**config.mk**
```make
export PLATFORM = sky130hd
export DESIGN_NAME = mlp_tanh_argmax_inference_flat
export DESIGN_NICKNAME = d
export VERILOG_FILES = /design/src/sv/mta_pkg.sv /design/src/sv/mta_ifs.sv /design/src/sv/mlp_tanh_argmax_inference.sv /design/src/sv/mta_div.sv /design/src/sv/mta_datapath.sv /design/src/sv/mta_ctrl.sv /design/src/flat_wrapper.sv
export SDC_FILE = /design/constraint.sdc
export NUM_CORES = 2
export LEC_CHECK = 0
export BUFFER_PORTS_ARGS = -buffer_cell sky130_fd_sc_hd__buf_4
export CORE_ASPECT_RATIO = 0.8
export CORE_MARGIN = 3
export CORE_UTILIZATION = 45
export DETAILED_ROUTE_END_ITERATION = 10
export PLACE_DENSITY = 0.64
export SYNTH_ARGS = -nofsm -noshare
export SYNTH_HDL_FRONTEND = slang
export SYNTH_SLANG_ARGS = --single-unit
```
**constraint.sdc**
```tcl
create_clock -name clk -period 8 [get_ports clk]
set_clock_uncertainty 0.1 [all_clocks]
set_input_delay 1.6 -clock clk [delete_from_list [all_inputs] [get_ports clk]]
set_output_delay 1.6 -clock clk [all_outputs]
set_load 0.1 [all_outputs]
```
**src/sv/mta_pkg.sv**
```systemverilog
// Shared types, constants and the tanh segment table for the perceptron move chooser.
package mta_pkg;

  // Network shape and weight store layout.
  localparam int HIDDEN       = 16;
  localparam int WEIGHT_WIDTH = 16;
  localparam int NUM_IN       = 5;
  localparam int NUM_OUT      = 3;
  localparam int B1_BASE      = NUM_IN * HIDDEN;
  localparam int W2_BASE      = B1_BASE + HIDDEN;
  localparam int B2_BASE      = W2_BASE + HIDDEN * NUM_OUT;
  localparam int STORE_DEPTH  = B2_BASE + NUM_OUT;
  localparam int ADDR_W       = $clog2(STORE_DEPTH);

  // Field widths.
  localparam int WIDX_W  = 8;
  localparam int WVAL_W  = 16;
  localparam int POS_W   = 10;
  localparam int SPD_W   = 8;
  localparam int FIELD_W = 10;
  localparam int MOVE_W  = 2;

  // Fixed-point formats.
  localparam int FRAC_W   = 12;
  localparam int ONE_Q12  = 4096;
  localparam int SPEED_DIV = 10;
  localparam int NUM_W    = POS_W + FRAC_W;
  localparam int X_W      = NUM_W + 1;
  localparam int TANH_W   = 13;
  localparam int H_W      = 14;
  localparam int PROD_W   = X_W + WEIGHT_WIDTH;
  localparam int ACC_W    = PROD_W + 3;

  // Sequencing counters.
  localparam int SRC_N   = (HIDDEN > NUM_IN) ? HIDDEN : NUM_IN;
  localparam int SRC_W   = $clog2(SRC_N);
  localparam int TERM_W  = $clog2(SRC_N + 1);
  localparam int X_IDX_W = $clog2(NUM_IN);
  localparam int H_IDX_W = (HIDDEN > 1) ? $clog2(HIDDEN) : 1;

  // Tanh segments.
  localparam int SEG_SHIFT = 20;
  localparam int SEG_LIMIT = 64;
  localparam int SEG_W     = $clog2(SEG_LIMIT) + 1;
  localparam logic [63:0] EXP_STEP_Q20 = 64'd1116203;
  localparam logic [63:0] ONE_Q20      = 64'd1048576;

  // Operation codes.
  localparam logic OP_WRITE = 1'b0;
  localparam logic OP_INFER = 1'b1;

  // Configuration register indexes and reset values.
  localparam int CFG_IDX_W = 1;
  localparam logic [CFG_IDX_W-1:0] CFG_FIELD_HEIGHT = 1'b0;
  localparam logic [CFG_IDX_W-1:0] CFG_FIELD_WIDTH  = 1'b1;
  localparam logic [FIELD_W-1:0] FIELD_HEIGHT_RST = 10'd480;
  localparam logic [FIELD_W-1:0] FIELD_WIDTH_RST  = 10'd640;

  // Normalized input slots.
  localparam logic [X_IDX_W-1:0] X_BALL_ROW   = 3'd0;
  localparam logic [X_IDX_W-1:0] X_BALL_COL   = 3'd1;
  localparam logic [X_IDX_W-1:0] X_ROW_SPEED  = 3'd2;
  localparam logic [X_IDX_W-1:0] X_COL_SPEED  = 3'd3;
  localparam logic [X_IDX_W-1:0] X_PADDLE_ROW = 3'd4;

  // Layer codes.
  localparam logic LAYER_HID = 1'b0;
  localparam logic LAYER_OUT = 1'b1;

  typedef logic [SEG_LIMIT-1:0][TANH_W-1:0] tanh_tab_t;

  typedef struct packed {
    logic              valid;
    logic [ADDR_W-1:0] addr;
    logic              bias;
    logic [SRC_W-1:0]  src;
    logic              first;
    logic              last;
    logic              layer;
    logic [SRC_W-1:0]  dst;
  } mac_cmd_t;

  typedef struct packed {
    logic               take;
    logic               wr_en;
    logic               norm_start;
    logic [X_IDX_W-1:0] norm_idx;
    mac_cmd_t           mac;
  } dp_cmd_t;

  typedef struct packed {
    logic       div_done;
    logic       res_done;
    logic [1:0] best_k;
  } dp_sts_t;

  // Segment m holds round(4096*tanh((m+0.5)/16)); e^(2m+1)/16 is built by truncating
  // Q.20 products and the quotient is found by shift-and-subtract.
  function automatic tanh_tab_t build_tanh_tab();
    tanh_tab_t   tab;
    logic [63:0] e;
    logic [63:0] num;
    logic [63:0] den;
    logic [63:0] rem;
    logic [12:0] q;
    int          m;
    int          b;
    e = (ONE_Q20 * EXP_STEP_Q20) >> 20;
    for (m = 0; m < SEG_LIMIT; m++) begin
      num = (e - ONE_Q20) << FRAC_W;
      den = e + ONE_Q20;
      rem = num + (den >> 1);
      q = '0;
      for (b = 12; b >= 0; b--) begin
        if (rem >= (den << b)) begin
          rem = rem - (den << b);
          q[b] = 1'b1;
        end
      end
      tab[m] = q;
      e = (e * EXP_STEP_Q20) >> 20;
      e = (e * EXP_STEP_Q20) >> 20;
    end
    return tab;
  endfunction

  localparam tanh_tab_t TANH_TAB = build_tanh_tab();

endpackage

```
**src/sv/mta_ifs.sv**
```systemverilog
// Valid/ready channel interfaces for requests and results.
interface mta_in_if;
  import mta_pkg::*;
  logic                     valid;
  logic                     ready;
  logic                     operation;
  logic [WIDX_W-1:0]        weight_index;
  logic signed [WVAL_W-1:0] weight_value;
  logic [POS_W-1:0]         ball_row;
  logic [POS_W-1:0]         ball_col;
  logic signed [SPD_W-1:0]  ball_row_speed;
  logic signed [SPD_W-1:0]  ball_col_speed;
  logic [POS_W-1:0]         paddle_row;

  modport source (output valid, operation, weight_index, weight_value, ball_row, ball_col,
                  ball_row_speed, ball_col_speed, paddle_row, input ready);
  modport sink (input valid, operation, weight_index, weight_value, ball_row, ball_col,
                ball_row_speed, ball_col_speed, paddle_row, output ready);
endinterface

interface mta_out_if;
  import mta_pkg::*;
  logic                     valid;
  logic                     ready;
  logic signed [MOVE_W-1:0] move;
  logic                     is_decision;

  modport source (output valid, move, is_decision, input ready);
  modport sink (input valid, move, is_decision, output ready);
endinterface

```
**src/sv/mlp_tanh_argmax_inference.sv**
```systemverilog
// Top level of the two-layer perceptron move chooser.
//
//   Channel   Direction  Handshake        Carries
//   in_ch     sink       valid/ready      weight write or inference request
//   out_ch    source     valid/ready      move and is_decision, one per request
//   cfg_*     input      cfg_we strobe    field_height (index 0), field_width (index 1)
//
// A weight write is acknowledged in the result register; while that register holds an
// unaccepted result, the acknowledge waits in S_ACK. An inference runs five normalizations
// on the shared one-bit-per-cycle divider, then issues 147 products one per cycle from the
// single weight memory read port into the one multiply-accumulate pipeline, then drains it.
// Reset is synchronous and active low; the weight memory has no reset and needs no sweep.
// A result waiting on out_ch does not block a new request; only the next result waits.
module mlp_tanh_argmax_inference (
  input  logic                            clk,
  input  logic                            rst_n,
  mta_in_if.sink                          in_ch,
  mta_out_if.source                       out_ch,
  input  logic                            cfg_we,
  input  logic [mta_pkg::CFG_IDX_W-1:0]   cfg_index,
  input  logic [mta_pkg::FIELD_W-1:0]     cfg_data
);
  import mta_pkg::*;

  dp_cmd_t cmd;
  dp_sts_t sts;

  mta_ctrl u_ctrl (
    .clk             (clk),
    .rst_n           (rst_n),
    .in_valid        (in_ch.valid),
    .in_operation    (in_ch.operation),
    .in_ready        (in_ch.ready),
    .out_valid       (out_ch.valid),
    .out_move        (out_ch.move),
    .out_is_decision (out_ch.is_decision),
    .out_ready       (out_ch.ready),
    .sts             (sts),
    .cmd             (cmd)
  );

  mta_datapath u_dp (
    .clk               (clk),
    .rst_n             (rst_n),
    .cmd               (cmd),
    .sts               (sts),
    .in_weight_index   (in_ch.weight_index),
    .in_weight_value   (in_ch.weight_value),
    .in_ball_row       (in_ch.ball_row),
    .in_ball_col       (in_ch.ball_col),
    .in_ball_row_speed (in_ch.ball_row_speed),
    .in_ball_col_speed (in_ch.ball_col_speed),
    .in_paddle_row     (in_ch.paddle_row),
    .cfg_we            (cfg_we),
    .cfg_index         (cfg_index),
    .cfg_data          (cfg_data)
  );

endmodule

```
**src/sv/mta_div.sv**
```systemverilog
// Restoring divider, one quotient bit per cycle, for input normalization.
module mta_div (
  input  logic                          clk,
  input  logic                          rst_n,
  input  logic                          start,
  input  logic [mta_pkg::NUM_W-1:0]     num,
  input  logic [mta_pkg::FIELD_W-1:0]   den,
  output logic                          done,
  output logic [mta_pkg::NUM_W-1:0]     quot
);
  import mta_pkg::*;

  localparam int CNT_W = $clog2(NUM_W);

  logic               busy_r;
  logic               done_r;
  logic [CNT_W-1:0]   cnt_r;
  logic [FIELD_W-1:0] rem_r;
  logic [FIELD_W-1:0] den_r;
  logic [NUM_W-1:0]   quot_r;
  logic [FIELD_W:0]   shifted;
  logic               ge;
  logic [FIELD_W-1:0] rem_nxt;

  assign shifted = {rem_r, quot_r[NUM_W-1]};
  assign ge      = shifted >= {1'b0, den_r};
  assign rem_nxt = ge ? FIELD_W'(shifted - {1'b0, den_r}) : shifted[FIELD_W-1:0];

  always_ff @(posedge clk) begin
    if (!rst_n) begin
      busy_r <= 1'b0;
      done_r <= 1'b0;
      cnt_r  <= '0;
    end else begin
      done_r <= 1'b0;
      if (start) begin
        busy_r <= 1'b1;
        cnt_r  <= CNT_W'(NUM_W - 1);
        rem_r  <= '0;
        den_r  <= den;
        quot_r <= num;
      end else if (busy_r) begin
        rem_r  <= rem_nxt;
        quot_r <= {quot_r[NUM_W-2:0], ge};
        if (cnt_r == '0) begin
          busy_r <= 1'b0;
          done_r <= 1'b1;
        end else begin
          cnt_r <= cnt_r - CNT_W'(1);
        end
      end
    end
  end

  assign done = done_r;
  assign quot = quot_r;

endmodule

```
**src/sv/mta_datapath.sv**
```systemverilog
// Datapath: request latch, normalization, weight memory, MAC pipeline, tanh and argmax.
module mta_datapath (
  input  logic                             clk,
  input  logic                             rst_n,
  input  mta_pkg::dp_cmd_t                 cmd,
  output mta_pkg::dp_sts_t                 sts,
  input  logic [mta_pkg::WIDX_W-1:0]       in_weight_index,
  input  logic signed [mta_pkg::WVAL_W-1:0] in_weight_value,
  input  logic [mta_pkg::POS_W-1:0]        in_ball_row,
  input  logic [mta_pkg::POS_W-1:0]        in_ball_col,
  input  logic signed [mta_pkg::SPD_W-1:0] in_ball_row_speed,
  input  logic signed [mta_pkg::SPD_W-1:0] in_ball_col_speed,
  input  logic [mta_pkg::POS_W-1:0]        in_paddle_row,
  input  logic                             cfg_we,
  input  logic [mta_pkg::CFG_IDX_W-1:0]    cfg_index,
  input  logic [mta_pkg::FIELD_W-1:0]      cfg_data
);
  import mta_pkg::*;

  localparam logic signed [ACC_W-1:0] SEG_HI = ACC_W'(SEG_LIMIT * (2 ** SEG_SHIFT));
  localparam logic signed [ACC_W-1:0] SEG_LO = -SEG_HI;
  localparam logic signed [H_W-1:0]   H_POS  = H_W'(ONE_Q12);
  localparam logic signed [H_W-1:0]   H_NEG  = -H_POS;

  // Configuration.
  logic [FIELD_W-1:0] field_height_r;
  logic [FIELD_W-1:0] field_width_r;

  // Latched request.
  logic [WIDX_W-1:0]              widx_r;
  logic signed [WEIGHT_WIDTH-1:0] wval_r;
  logic [POS_W-1:0]               brow_r;
  logic [POS_W-1:0]               bcol_r;
  logic [POS_W-1:0]               prow_r;
  logic signed [SPD_W-1:0]        rspd_r;
  logic signed [SPD_W-1:0]        cspd_r;

  // Normalization.
  logic [FIELD_W-1:0]      fh_eff;
  logic [FIELD_W-1:0]      fw_eff;
  logic [FIELD_W-1:0]      div_den;
  logic [NUM_W-1:0]        div_num;
  logic [POS_W-1:0]        pos_sel;
  logic signed [SPD_W-1:0] spd_sel;
  logic                    is_speed;
  logic signed [SPD_W:0]   spd_ext;
  logic [SPD_W:0]          spd_mag;
  logic                    div_done;
  logic [NUM_W-1:0]        div_quot;
  logic                    neg_r;
  logic [X_IDX_W-1:0]      xidx_r;
  logic signed [X_W-1:0]   x_r [NUM_IN];
  logic signed [X_W-1:0]   quot_s;

  // Weight memory and MAC pipeline.
  logic signed [WEIGHT_WIDTH-1:0] mem [STORE_DEPTH];
  logic signed [WEIGHT_WIDTH-1:0] rdata_r;
  mac_cmd_t                       c1_r;
  mac_cmd_t                       c2_r;
  mac_cmd_t                       c3_r;
  logic signed [X_W-1:0]          opnd;
  logic signed [PROD_W-1:0]       prod_r;
  logic signed [ACC_W-1:0]        acc_r;
  logic signed [H_W-1:0]          h_r [HIDDEN];

  // Activation and decision.
  logic [SEG_W-1:0]        seg;
  logic [SEG_W-2:0]        seg_m;
  logic [TANH_W-1:0]       tanh_mag;
  logic signed [H_W-1:0]   h_val;
  logic signed [ACC_W-1:0] best_r;
  logic [1:0]              best_k_r;
  logic                    res_done_r;

  always_ff @(posedge clk) begin
    if (!rst_n) begin
      field_height_r <= FIELD_HEIGHT_RST;
      field_width_r  <= FIELD_WIDTH_RST;
    end else if (cfg_we) begin
      if (cfg_index == CFG_FIELD_HEIGHT) begin
        field_height_r <= cfg_data;
      end
      if (cfg_index == CFG_FIELD_WIDTH) begin
        field_width_r <= cfg_data;
      end
    end
  end

  always_ff @(posedge clk) begin
    if (cmd.take) begin
      widx_r <= in_weight_index;
      wval_r <= WEIGHT_WIDTH'(in_weight_value);
      brow_r <= in_ball_row;
      bcol_r <= in_ball_col;
      prow_r <= in_paddle_row;
      rspd_r <= in_ball_row_speed;
      cspd_r <= in_ball_col_speed;
    end
  end

  // A field size of zero divides as one.
  assign fh_eff = (field_height_r == '0) ? FIELD_W'(1) : field_height_r;
  assign fw_eff = (field_width_r == '0) ? FIELD_W'(1) : field_width_r;

  always_comb begin
    pos_sel  = brow_r;
    spd_sel  = rspd_r;
    div_den  = fh_eff;
    is_speed = 1'b0;
    unique case (cmd.norm_idx)
      X_BALL_ROW: begin
        pos_sel = brow_r;
        div_den = fh_eff;
      end
      X_BALL_COL: begin
        pos_sel = bcol_r;
        div_den = fw_eff;
      end
      X_ROW_SPEED: begin
        spd_sel  = rspd_r;
        div_den  = FIELD_W'(SPEED_DIV);
        is_speed = 1'b1;
      end
      X_COL_SPEED: begin
        spd_sel  = cspd_r;
        div_den  = FIELD_W'(SPEED_DIV);
        is_speed = 1'b1;
      end
      X_PADDLE_ROW: begin
        pos_sel = prow_r;
        div_den = fh_eff;
      end
      default: begin
        pos_sel = brow_r;
        div_den = fh_eff;
      end
    endcase
  end

  assign spd_ext = (SPD_W + 1)'(spd_sel);
  assign spd_mag = spd_sel[SPD_W-1] ? (SPD_W + 1)'(-spd_ext) : (SPD_W + 1)'(spd_ext);

  // Rounding to nearest: add half the divisor before the truncating divide.
  assign div_num = is_speed ? NUM_W'({spd_mag, FRAC_W'(0)}) + NUM_W'(SPEED_DIV / 2)
                            : NUM_W'({pos_sel, FRAC_W'(0)}) + NUM_W'(div_den >> 1);

  mta_div u_div (
    .clk   (clk),
    .rst_n (rst_n),
    .start (cmd.norm_start),
    .num   (div_num),
    .den   (div_den),
    .done  (div_done),
    .quot  (div_quot)
  );

  assign quot_s = $signed({1'b0, div_quot});

  always_ff @(posedge clk) begin
    if (cmd.norm_start) begin
      neg_r  <= is_speed && spd_sel[SPD_W-1];
      xidx_r <= cmd.norm_idx;
    end
    if (div_done) begin
      x_r[xidx_r] <= neg_r ? -quot_s : quot_s;
    end
  end

  always_ff @(posedge clk) begin
    if (cmd.wr_en && (int'(widx_r) < STORE_DEPTH)) begin
      mem[widx_r[ADDR_W-1:0]] <= wval_r;
    end
    if (cmd.mac.valid) begin
      rdata_r <= mem[cmd.mac.addr];
    end
  end

  // Bias terms multiply by one in Q.12 so they land in the Q.24 sum.
  always_comb begin
    if (c1_r.bias) begin
      opnd = X_W'(ONE_Q12);
    end else if (c1_r.layer == LAYER_HID) begin
      opnd = x_r[c1_r.src[X_IDX_W-1:0]];
    end else begin
      opnd = X_W'(h_r[c1_r.src[H_IDX_W-1:0]]);
    end
  end

  always_ff @(posedge clk) begin
    if (!rst_n) begin
      c1_r <= '0;
      c2_r <= '0;
      c3_r <= '0;
    end else begin
      c1_r <= cmd.mac;
      c2_r <= c1_r;
      c3_r <= c2_r;
    end
  end

  always_ff @(posedge clk) begin
    if (c1_r.valid) begin
      prod_r <= rdata_r * opnd;
    end
    if (c2_r.valid) begin
      acc_r <= c2_r.first ? ACC_W'(prod_r) : acc_r + ACC_W'(prod_r);
    end
  end

  assign seg      = acc_r[SEG_SHIFT+SEG_W-1:SEG_SHIFT];
  assign seg_m    = seg[SEG_W-1] ? ~seg[SEG_W-2:0] : seg[SEG_W-2:0];
  assign tanh_mag = TANH_TAB[seg_m];

  always_comb begin
    if (acc_r < SEG_LO) begin
      h_val = H_NEG;
    end else if (acc_r >= SEG_HI) begin
      h_val = H_POS;
    end else if (seg[SEG_W-1]) begin
      h_val = -$signed({1'b0, tanh_mag});
    end else begin
      h_val = $signed({1'b0, tanh_mag});
    end
  end

  always_ff @(posedge clk) begin
    if (c3_r.valid && c3_r.last && (c3_r.layer == LAYER_HID)) begin
      h_r[c3_r.dst[H_IDX_W-1:0]] <= h_val;
    end
    // Strict compare keeps the first of equal maxima.
    if (c3_r.valid && c3_r.last && (c3_r.layer == LAYER_OUT)) begin
      if ((c3_r.dst == '0) || (acc_r > best_r)) begin
        best_r   <= acc_r;
        best_k_r <= c3_r.dst[1:0];
      end
    end
  end

  always_ff @(posedge clk) begin
    if (!rst_n) begin
      res_done_r <= 1'b0;
    end else begin
      res_done_r <= c3_r.valid && c3_r.last && (c3_r.layer == LAYER_OUT) &&
                    (c3_r.dst == SRC_W'(NUM_OUT - 1));
    end
  end

  assign sts.div_done = div_done;
  assign sts.res_done = res_done_r;
  assign sts.best_k   = best_k_r;

endmodule

```
**src/sv/mta_ctrl.sv**
```systemverilog
// Controller: request handshake, normalization sequencing, MAC issue and result register.
module mta_ctrl (
  input  logic                            clk,
  input  logic                            rst_n,
  input  logic                            in_valid,
  input  logic                            in_operation,
  output logic                            in_ready,
  output logic                            out_valid,
  output logic signed [mta_pkg::MOVE_W-1:0] out_move,
  output logic                            out_is_decision,
  input  logic                            out_ready,
  input  mta_pkg::dp_sts_t                sts,
  output mta_pkg::dp_cmd_t                cmd
);
  import mta_pkg::*;

  typedef enum logic [2:0] {
    S_IDLE,
    S_ACK,
    S_NORM_WAIT,
    S_MAC,
    S_DRAIN,
    S_FINISH
  } state_t;

  state_t                   state_r;
  logic                     out_valid_r;
  logic signed [MOVE_W-1:0] out_move_r;
  logic                     out_dec_r;
  logic                     wr_en_r;
  logic                     norm_start_r;
  logic [X_IDX_W-1:0]       norm_idx_r;
  mac_cmd_t                 mac_r;
  logic                     layer_r;
  logic [SRC_W-1:0]         neur_r;
  logic [TERM_W-1:0]        term_r;
  logic [ADDR_W-1:0]        addr_r;

  logic                     take;
  logic                     slot_free;
  logic [TERM_W-1:0]        last_term;
  logic [SRC_W-1:0]         last_neur;
  logic [ADDR_W-1:0]        bias_base;
  logic [ADDR_W-1:0]        wgt_base;
  logic [ADDR_W-1:0]        stride;

  assign in_ready  = (state_r == S_IDLE);
  assign take      = in_valid && in_ready;
  assign slot_free = !out_valid_r || out_ready;

  assign last_term = (layer_r == LAYER_HID) ? TERM_W'(NUM_IN) : TERM_W'(HIDDEN);
  assign last_neur = (layer_r == LAYER_HID) ? SRC_W'(HIDDEN - 1) : SRC_W'(NUM_OUT - 1);
  assign bias_base = (layer_r == LAYER_HID) ? ADDR_W'(B1_BASE) : ADDR_W'(B2_BASE);
  assign wgt_base  = (layer_r == LAYER_HID) ? ADDR_W'(0) : ADDR_W'(W2_BASE);
  assign stride    = (layer_r == LAYER_HID) ? ADDR_W'(HIDDEN) : ADDR_W'(NUM_OUT);

  always_ff @(posedge clk) begin
    if (!rst_n) begin
      state_r      <= S_IDLE;
      out_valid_r  <= 1'b0;
      wr_en_r      <= 1'b0;
      norm_start_r <= 1'b0;
      norm_idx_r   <= X_BALL_ROW;
      mac_r        <= '0;
      layer_r      <= LAYER_HID;
      neur_r       <= '0;
      term_r       <= '0;
      addr_r       <= '0;
    end else begin
      wr_en_r      <= 1'b0;
      norm_start_r <= 1'b0;
      mac_r.valid  <= 1'b0;
      if (out_valid_r && out_ready) begin
        out_valid_r <= 1'b0;
      end
      unique case (state_r)
        S_IDLE: begin
          if (take) begin
            if (in_operation == OP_WRITE) begin
              wr_en_r <= 1'b1;
              if (slot_free) begin
                out_valid_r <= 1'b1;
                out_move_r  <= '0;
                out_dec_r   <= 1'b0;
              end else begin
                state_r <= S_ACK;
              end
            end else begin
              norm_idx_r   <= X_BALL_ROW;
              norm_start_r <= 1'b1;
              state_r      <= S_NORM_WAIT;
            end
          end
        end
        S_ACK: begin
          if (slot_free) begin
            out_valid_r <= 1'b1;
            out_move_r  <= '0;
            out_dec_r   <= 1'b0;
            state_r     <= S_IDLE;
          end
        end
        S_NORM_WAIT: begin
          if (sts.div_done) begin
            if (norm_idx_r == X_IDX_W'(NUM_IN - 1)) begin
              layer_r <= LAYER_HID;
              neur_r  <= '0;
              term_r  <= '0;
              addr_r  <= ADDR_W'(B1_BASE);
              state_r <= S_MAC;
            end else begin
              norm_idx_r   <= norm_idx_r + X_IDX_W'(1);
              norm_start_r <= 1'b1;
            end
          end
        end
        S_MAC: begin
          // Term zero is the bias; the rest walk one weight column or row.
          mac_r.valid <= 1'b1;
          mac_r.addr  <= addr_r;
          mac_r.bias  <= (term_r == '0);
          mac_r.src   <= SRC_W'(term_r - TERM_W'(1));
          mac_r.first <= (term_r == '0);
          mac_r.last  <= (term_r == last_term);
          mac_r.layer <= layer_r;
          mac_r.dst   <= neur_r;
          if (term_r == last_term) begin
            term_r <= '0;
            if (neur_r == last_neur) begin
              if (layer_r == LAYER_OUT) begin
                state_r <= S_DRAIN;
              end else begin
                layer_r <= LAYER_OUT;
                neur_r  <= '0;
                addr_r  <= ADDR_W'(B2_BASE);
              end
            end else begin
              neur_r <= neur_r + SRC_W'(1);
              addr_r <= bias_base + ADDR_W'(neur_r) + ADDR_W'(1);
            end
          end else begin
            term_r <= term_r + TERM_W'(1);
            addr_r <= (term_r == '0) ? wgt_base + ADDR_W'(neur_r) : addr_r + stride;
          end
        end
        S_DRAIN: begin
          if (sts.res_done) begin
            state_r <= S_FINISH;
          end
        end
        S_FINISH: begin
          if (slot_free) begin
            out_valid_r <= 1'b1;
            out_move_r  <= $signed(MOVE_W'(sts.best_k) - MOVE_W'(1));
            out_dec_r   <= 1'b1;
            state_r     <= S_IDLE;
          end
        end
        default: begin
          state_r <= S_IDLE;
        end
      endcase
    end
  end

  assign out_valid       = out_valid_r;
  assign out_move        = out_move_r;
  assign out_is_decision = out_dec_r;

  assign cmd.take       = take;
  assign cmd.wr_en      = wr_en_r;
  assign cmd.norm_start = norm_start_r;
  assign cmd.norm_idx   = norm_idx_r;
  assign cmd.mac        = mac_r;

  a_mac_from_mac: assert property (@(posedge clk) disable iff (!rst_n)
    mac_r.valid |-> $past(state_r) == S_MAC)
    else $error("MAC command issued outside the MAC phase");

  a_div_done_wait: assert property (@(posedge clk) disable iff (!rst_n)
    sts.div_done |-> state_r == S_NORM_WAIT)
    else $error("Divider finished while no normalization was pending");

  a_res_done_drain: assert property (@(posedge clk) disable iff (!rst_n)
    sts.res_done |-> state_r == S_DRAIN)
    else $error("Decision finished outside the drain phase");

  a_infer_start: assert property (@(posedge clk) disable iff (!rst_n)
    (take && in_operation == OP_INFER) |=> (state_r == S_NORM_WAIT && norm_start_r))
    else $error("Inference request did not start normalization");

endmodule
```
**src/flat_wrapper.sv**
```systemverilog
// flat-port wrapper written by rule: the top's interface ports become plain ports
module mlp_tanh_argmax_inference_flat import mta_pkg::*;
  (clk, rst_n, cfg_we, cfg_index, cfg_data, in_ch_valid, in_ch_operation, in_ch_weight_index, in_ch_weight_value, in_ch_ball_row, in_ch_ball_col, in_ch_ball_row_speed, in_ch_ball_col_speed, in_ch_paddle_row, in_ch_ready, out_ch_valid, out_ch_move, out_ch_is_decision, out_ch_ready);
  mta_in_if in_ch_i ();
  mta_out_if out_ch_i ();
  input  logic clk;
  input  logic rst_n;
  input  logic cfg_we;
  input  logic [mta_pkg::CFG_IDX_W-1:0] cfg_index;
  input  logic [mta_pkg::FIELD_W-1:0] cfg_data;
  input wire logic [$bits(in_ch_i.valid)-1:0] in_ch_valid;
  input wire logic [$bits(in_ch_i.operation)-1:0] in_ch_operation;
  input wire logic [$bits(in_ch_i.weight_index)-1:0] in_ch_weight_index;
  input wire logic [$bits(in_ch_i.weight_value)-1:0] in_ch_weight_value;
  input wire logic [$bits(in_ch_i.ball_row)-1:0] in_ch_ball_row;
  input wire logic [$bits(in_ch_i.ball_col)-1:0] in_ch_ball_col;
  input wire logic [$bits(in_ch_i.ball_row_speed)-1:0] in_ch_ball_row_speed;
  input wire logic [$bits(in_ch_i.ball_col_speed)-1:0] in_ch_ball_col_speed;
  input wire logic [$bits(in_ch_i.paddle_row)-1:0] in_ch_paddle_row;
  output wire logic [$bits(in_ch_i.ready)-1:0] in_ch_ready;
  output wire logic [$bits(out_ch_i.valid)-1:0] out_ch_valid;
  output wire logic [$bits(out_ch_i.move)-1:0] out_ch_move;
  output wire logic [$bits(out_ch_i.is_decision)-1:0] out_ch_is_decision;
  input wire logic [$bits(out_ch_i.ready)-1:0] out_ch_ready;
  assign in_ch_i.valid = in_ch_valid;
  assign in_ch_i.operation = in_ch_operation;
  assign in_ch_i.weight_index = in_ch_weight_index;
  assign in_ch_i.weight_value = in_ch_weight_value;
  assign in_ch_i.ball_row = in_ch_ball_row;
  assign in_ch_i.ball_col = in_ch_ball_col;
  assign in_ch_i.ball_row_speed = in_ch_ball_row_speed;
  assign in_ch_i.ball_col_speed = in_ch_ball_col_speed;
  assign in_ch_i.paddle_row = in_ch_paddle_row;
  assign in_ch_ready = in_ch_i.ready;
  assign out_ch_valid = out_ch_i.valid;
  assign out_ch_move = out_ch_i.move;
  assign out_ch_is_decision = out_ch_i.is_decision;
  assign out_ch_i.ready = out_ch_ready;
  mlp_tanh_argmax_inference u_core (.clk(clk), .rst_n(rst_n), .in_ch(in_ch_i), .out_ch(out_ch_i), .cfg_we(cfg_we), .cfg_index(cfg_index), .cfg_data(cfg_data));
endmodule
```
; Word-level counts from Yosys, hierarchy flattened
; Memories as Yosys holds them, arrays and structs flattened. A register that Yosys moved wholly into a read port is not among the register bits.
; Index checks and enable logic that the tools add are counted.
[op_classes]
addsub = 17
n_mul = 1
div = 0
magnitude_cmp = 6
n_eq_ne = 28
shift = 0
mux = 101
bitwise_logic = 6
n_reduce_logical = 40
[ops]
columns = cell, count
row1 = 2-to-1 mux 23 bit, 3
row2 = 2-to-1 mux 22 bit, 3
row3 = 2-to-1 mux 8 bit, 8
row4 = 2-to-1 mux 3 bit, 15
row5 = adder 42 x 39 -> 42 bit, 1
row6 = "greater-or-equal comparator 42 x 28 -> 1 bit, second input constant", 1
row7 = greater-than comparator 42 bit, 1
row8 = "< comparator 42 x 27 -> 1 bit, second input constant", 1
row9 = 2-to-1 mux 14 bit, 3
row10 = 2-to-1 mux 42 bit, 1
row11 = 2-to-1 mux 10 bit, 4
row12 = 2-to-1 mux 5 bit, 8
row13 = case mux 10 bit (2 select lines), 2
row14 = multiplier 16 x 23 -> 39 bit, 1
row15 = 2-to-1 mux 1 bit, 28
row16 = 2-to-1 mux 4 bit, 7
row17 = negation 22 -> 23 bit, 1
row18 = "adder 21 x 3 -> 22 bit, second input constant", 1
row19 = adder 22 x 9 -> 22 bit, 1
row20 = 2-to-1 mux 21 bit, 1
row21 = zero test 10 bit, 2
row22 = "!= test 2 bit, second input constant", 10
row23 = AND reduction 5 bit, 4
row24 = case mux 8 bit (2 select lines), 1
row25 = 53 further kinds, 91
[totals]
register_bits = 342
latch_bits = 0
ram_bits = 2691
mem_bits_ro = 832
in_bits = 87
memories = 4
[memory_table]
columns = memory, depth, word_bits, rd, rd_clocked_by_memory_dff, write_ports, line_no
row1 = u_core.u_dp.mem, 147, 16, 1, 1, 1, mta_datapath.sv:56  ; logic signed [WEIGHT_WIDTH-1:0] mem [STORE_DEPTH];
row2 = (no name shown), 64, 13, 1, 0, 0, mta_datapath.sv:212  ; assign tanh_mag = TANH_TAB[seg_m];
row3 = u_core.u_dp.h_r, 16, 14, 1, 1, 1, mta_datapath.sv:64  ; logic signed [H_W-1:0] h_r [HIDDEN];
row4 = u_core.u_dp.x_r, 5, 23, 1, 1, 1, mta_datapath.sv:52  ; logic signed [X_W-1:0] x_r [NUM_IN];

; Longest topological paths before layout
[logic_depth]
ltp_word = 8
mapped_depth = 34

; By module
; Synthesis repeated with hierarchy kept, for this count alone.
[hier_totals]
cells_unflattened = 7537
hier_area_um2 = 135812.8
[by_module_without_submodules]
columns = module, instances, cells_per_inst, area_each_um2, seq_area_each_um2
row1 = mta_datapath, 1, 7012, 130625.3, 88244.6
row2 = mta_ctrl, 1, 331, 2676.3, 1031.0
row3 = mta_div, 1, 194, 2511.2, 1401.3

; Worst setup path before layout
; OpenSTA, ideal clock, no wires.
[synth_path]
path_kind = register to register
startpoint = register with a tool-made name
endpoint = register u_core.u_dp.prod_r[27] (data pin)
setup_time_ps = 259
arrival_ps = 7565
required_ps = 7641
slack_ps = 76
stages_incl_launch_ff = 30
path_buffers = 4
period_less_slack_ps = 7924
path_cell_list = dfxtp_1 -> buf_2 -> buf_2 -> buf_4 -> buf_2 -> mux4_2 -> mux2i_1 -> a21oi_1 -> nor2_1 -> nor2b_1 -> fa_1 -> fa_1 -> inv_1 -> fa_1 -> inv_1 -> fa_1 -> fa_1 -> inv_1 -> fa_1 -> inv_1 -> ha_1 -> a21oi_1 -> o21ai_0 -> a221o_1 -> and2_1 -> a311oi_1 -> o21bai_1 -> a211o_1 -> a21oi_1 -> xnor2_1
[synth_lines]
columns = element, line_no
row1 = "end signal, assigned", mta_datapath.sv:203  ; prod_r <= rdata_r * opnd;
row2 = "end, declared", mta_datapath.sv:62  ; logic signed [PROD_W-1:0] prod_r;

==> qor.yml <==
cts.clk_slew.worst_paths_ns: 0.06
detail_route.wirelength_mm: 338.6
crit_fanout: 7
dieWidth_um: 620.2
cp.arrival_ns: 8.27
pre_cts_ws_ns: -0.1433
synth_xor_area_frac: 0.008643
rsz0062_at_grt: "yes"
slew-limit-headroom: 0.1065
start_kind: "flip-flop"
drive_gt1_frac: 0.2370
dp.final_hpwl_mm: 212.0
min_from: "u_core.u_dp.c1_r[5]$_SDFF_PN0_"
fmax_mhz: 128.3
setup_slack_ns: 0.2037
cts_made_buffers: 313
peakVddDrop_v: 0.0002577
hold_path_depth: 1
regArea_sq_um: 90690
cts_tree: "built"
antenna_found_initial: 24
gr-usage-all-layers: 0.2183
avgSynthCellArea_sq_um: 17.88
syn_inst: 7595
htreeDepth: 5
status: "finished clean"
first_pass_iters: 6
antenna_left: 0
grt_max_degree: 110
die_area_sq_um: 308400
fin_area_sq_um: 154200
rows: 179
yosysUniqueCellTypes: 74
slew_violations: 0
hold_viol_final: 0
core_area_sq_um: 298800
whs_ns: 0.3195
netlist_area_sq_um: 135800
synth_top_family_by_area: "multiplexers"
cp_common_cell: "fa_1"
port_buffers: 91
cts_buffer_depth: 4
setup_viol: 0
nets: 8731
clkLatencyLatePin_ns: 0.89
synthFlopType: "edfxtp_1"
crit_type: "reg -> reg"
tightest_slew_ns: 1.340
clock_sinks: 3053
grt_pass1_wl_mm: 497.0
power_density_nw_per_um2: 254.8
period_share: 0.9745
leakagePower_uw: 0.05137
multi_input_area_sq_um: 42150
maxCapViolations: 0
hold_class: "reg -> reg"
syn_nets: 8255
routabilityCongestion: 0.8798
start_util: 0.4545
r2r_cells: 30
critical_path.max_stage_delay_ns: 0.58
synth-seq-cells: 3053
num-fill-cells: 23833
yosysSeqAreaShare: 0.6676
drc_errors: 0
synth-simple-area-share: 0.04565
num_io_pins: 92
synth_edf_count: 2951
layout_common_cells: "2951 x edfxtp_1, 846 x mux4_2, 510 x inv_1"
grt_pass1_vias: 72462
overflow: 0
yosysWarnings: 0
cp_slowest_cell: "fa_1"
drtIter0Drc: 8809
synth_fa_ha_area_frac: 0.07286
async_flop_share: 0
place_area_sq_um: 143400
min_period_ns: 7.796
die_h_um: 497.3
area_growth_syn_to_layout_pct: 13.52
cp.required_ns: 8.47
final_common_cell: "edfxtp_1"
wl_per_cell_um: 27.54
synthMuxAreaShare: 0.1446
cts_root_buf: "clkbuf_16"
fin_setup_tns_ns: 0
cts_hold_buf: 0
critPathCaptureType: "flip-flop"
vias: 71813
avgViaCountPerCell: 5.842
synth_compound_area_frac: 0.03436
==> metal layers <==
layer / GRT usage / wire length, um / part of all wire
met4: 0.05392 / 8394 / 0.025
met5: 0 / 7 / 0.000021
met3: 0.04502 / 32980 / 0.097
met1: 0.3366 / 147700 / 0.44
met2: 0.3180 / 149400 / 0.44
==> metrics by stage <==
| stage | std cells | util | total power, uW |
|---|---|---|---|
| after floorplan | 7595 | - | 22490 |
| after global placement | 11700 | 0.4801 | 24720 |
| after detailed placement | 11700 | 0.4801 | 24800 |
| after CTS | 12252 | 0.5130 | 38870 |
| after global routing | 12289 | 0.5159 | 41020 |
| final | 12293 | 0.5160 | 39270 |
==> final timing paths <==
check,end,slack [ns]
setup / recovery,u_core.u_dp.prod_r[38]$_DFFE_PP_,0.20
hold / removal,u_core.u_dp.c2_r[5]$_SDFF_PN0_,0.32
setup reg to reg,u_core.u_dp.prod_r[38]$_DFFE_PP_,0.20
hold reg to reg,u_core.u_dp.c2_r[5]$_SDFF_PN0_,0.32
==> worst max-delay path: cells and delay by family, from the launching register on <==
family / cells / cell delay (ns)
flip-flops: 1 / 0.46
adder cells (fa/ha/maj): 7 / 3.37
multiplexers: 2 / 1.00
AO/OA/AOI/OAI: 8 / 1.15
AND/OR/NAND/NOR: 3 / 0.34
buffers and inverters: 10 / 1.07
==> registers in the layout, indices dropped and copies added, names as in the netlist, 20 cells and up, named ones only <==
register,cells
u_core.u_dp.h_r,224
u_core.u_dp.u_div.quot,22
u_core.u_ctrl.cmd,20
u_core.u_dp.mem,2352
u_core.u_dp.prod_r,39
u_core.u_dp.x_r,115
u_core.u_dp.best_r,42
u_core.u_dp.acc_r,42
==> Yosys cell counts (all sizes together), types with 10 or more instances <==
| master | count | share of area |
|---|---|---|
| a211o | 10 | 0.00064 |
| a211oi | 44 | 0.0025 |
| a21boi | 46 | 0.0025 |
| a21o | 60 | 0.0033 |
| a21oi | 171 | 0.0063 |
| a221oi | 15 | 0.00097 |
| a22o | 16 | 0.0010 |
| a31oi | 23 | 0.0011 |
| and2 | 206 | 0.0095 |
| and3 | 18 | 0.00083 |
| buf | 129 | 0.0048 |
| clkbuf | 256 | 0.0071 |
| dfxtp | 102 | 0.015 |
| edfxtp | 2951 | 0.65 |
| fa | 363 | 0.054 |
| ha | 210 | 0.019 |
| inv | 517 | 0.014 |
| mux2i | 52 | 0.0038 |
| mux4 | 846 | 0.14 |
| nand2 | 438 | 0.012 |
| nand2b | 25 | 0.0012 |
| nand3 | 67 | 0.0025 |
| nand4 | 42 | 0.0019 |
| nor2 | 322 | 0.0089 |
| nor2b | 86 | 0.0040 |
| nor3 | 40 | 0.0015 |
| nor4 | 15 | 0.00069 |
| o211ai | 31 | 0.0017 |
| o21a | 16 | 0.00088 |
| o21ai | 171 | 0.0063 |
| o21bai | 10 | 0.00055 |
| o31ai | 23 | 0.0013 |
| or3 | 13 | 0.00060 |
| xnor2 | 94 | 0.0061 |
| xor2 | 40 | 0.0026 |
==> power breakdown <==
part           switching, uW  internal [uW]  total (uW)  leakage [uW]
Sequential              65.7          18000       18100        0.0279
Combinational           3880           3270        7150        0.0188
Clock                   5990           8040       14000       0.00476
Total                   9940          29300       39300        0.0514
==> layout make-up <==
type                    count  area share
multi-input cells        3636      0.2734
well taps                3982     0.03232
clock inverters           158    0.009537
diodes                      6  0.00009740
flip-flops and latches   3053      0.5883
inverters                 521     0.01269
repair buffers            546     0.02998
clock buffers             391     0.05366
==> kinds of logic after synthesis <==
kind of cell / count (synthesis)
AOI/OAI and AO/OA: 719
xor gates and xnor gates: 134
adders and majority gates: 573
buffers and inverters: 906
DFF: 3053
muxes: 903
and+or+nand+nor: 1307
==> what timing repair did <==
action / 4_1_cts / 5_1_grt
resized for setup: 12 / 135
setup endpoints to repair: 10 / 19
pin swaps: 2 / 58
cloned: 1 / 3
setup buffers: 2 / 32
No activity file was read; power rests on OpenSTA's default activity.
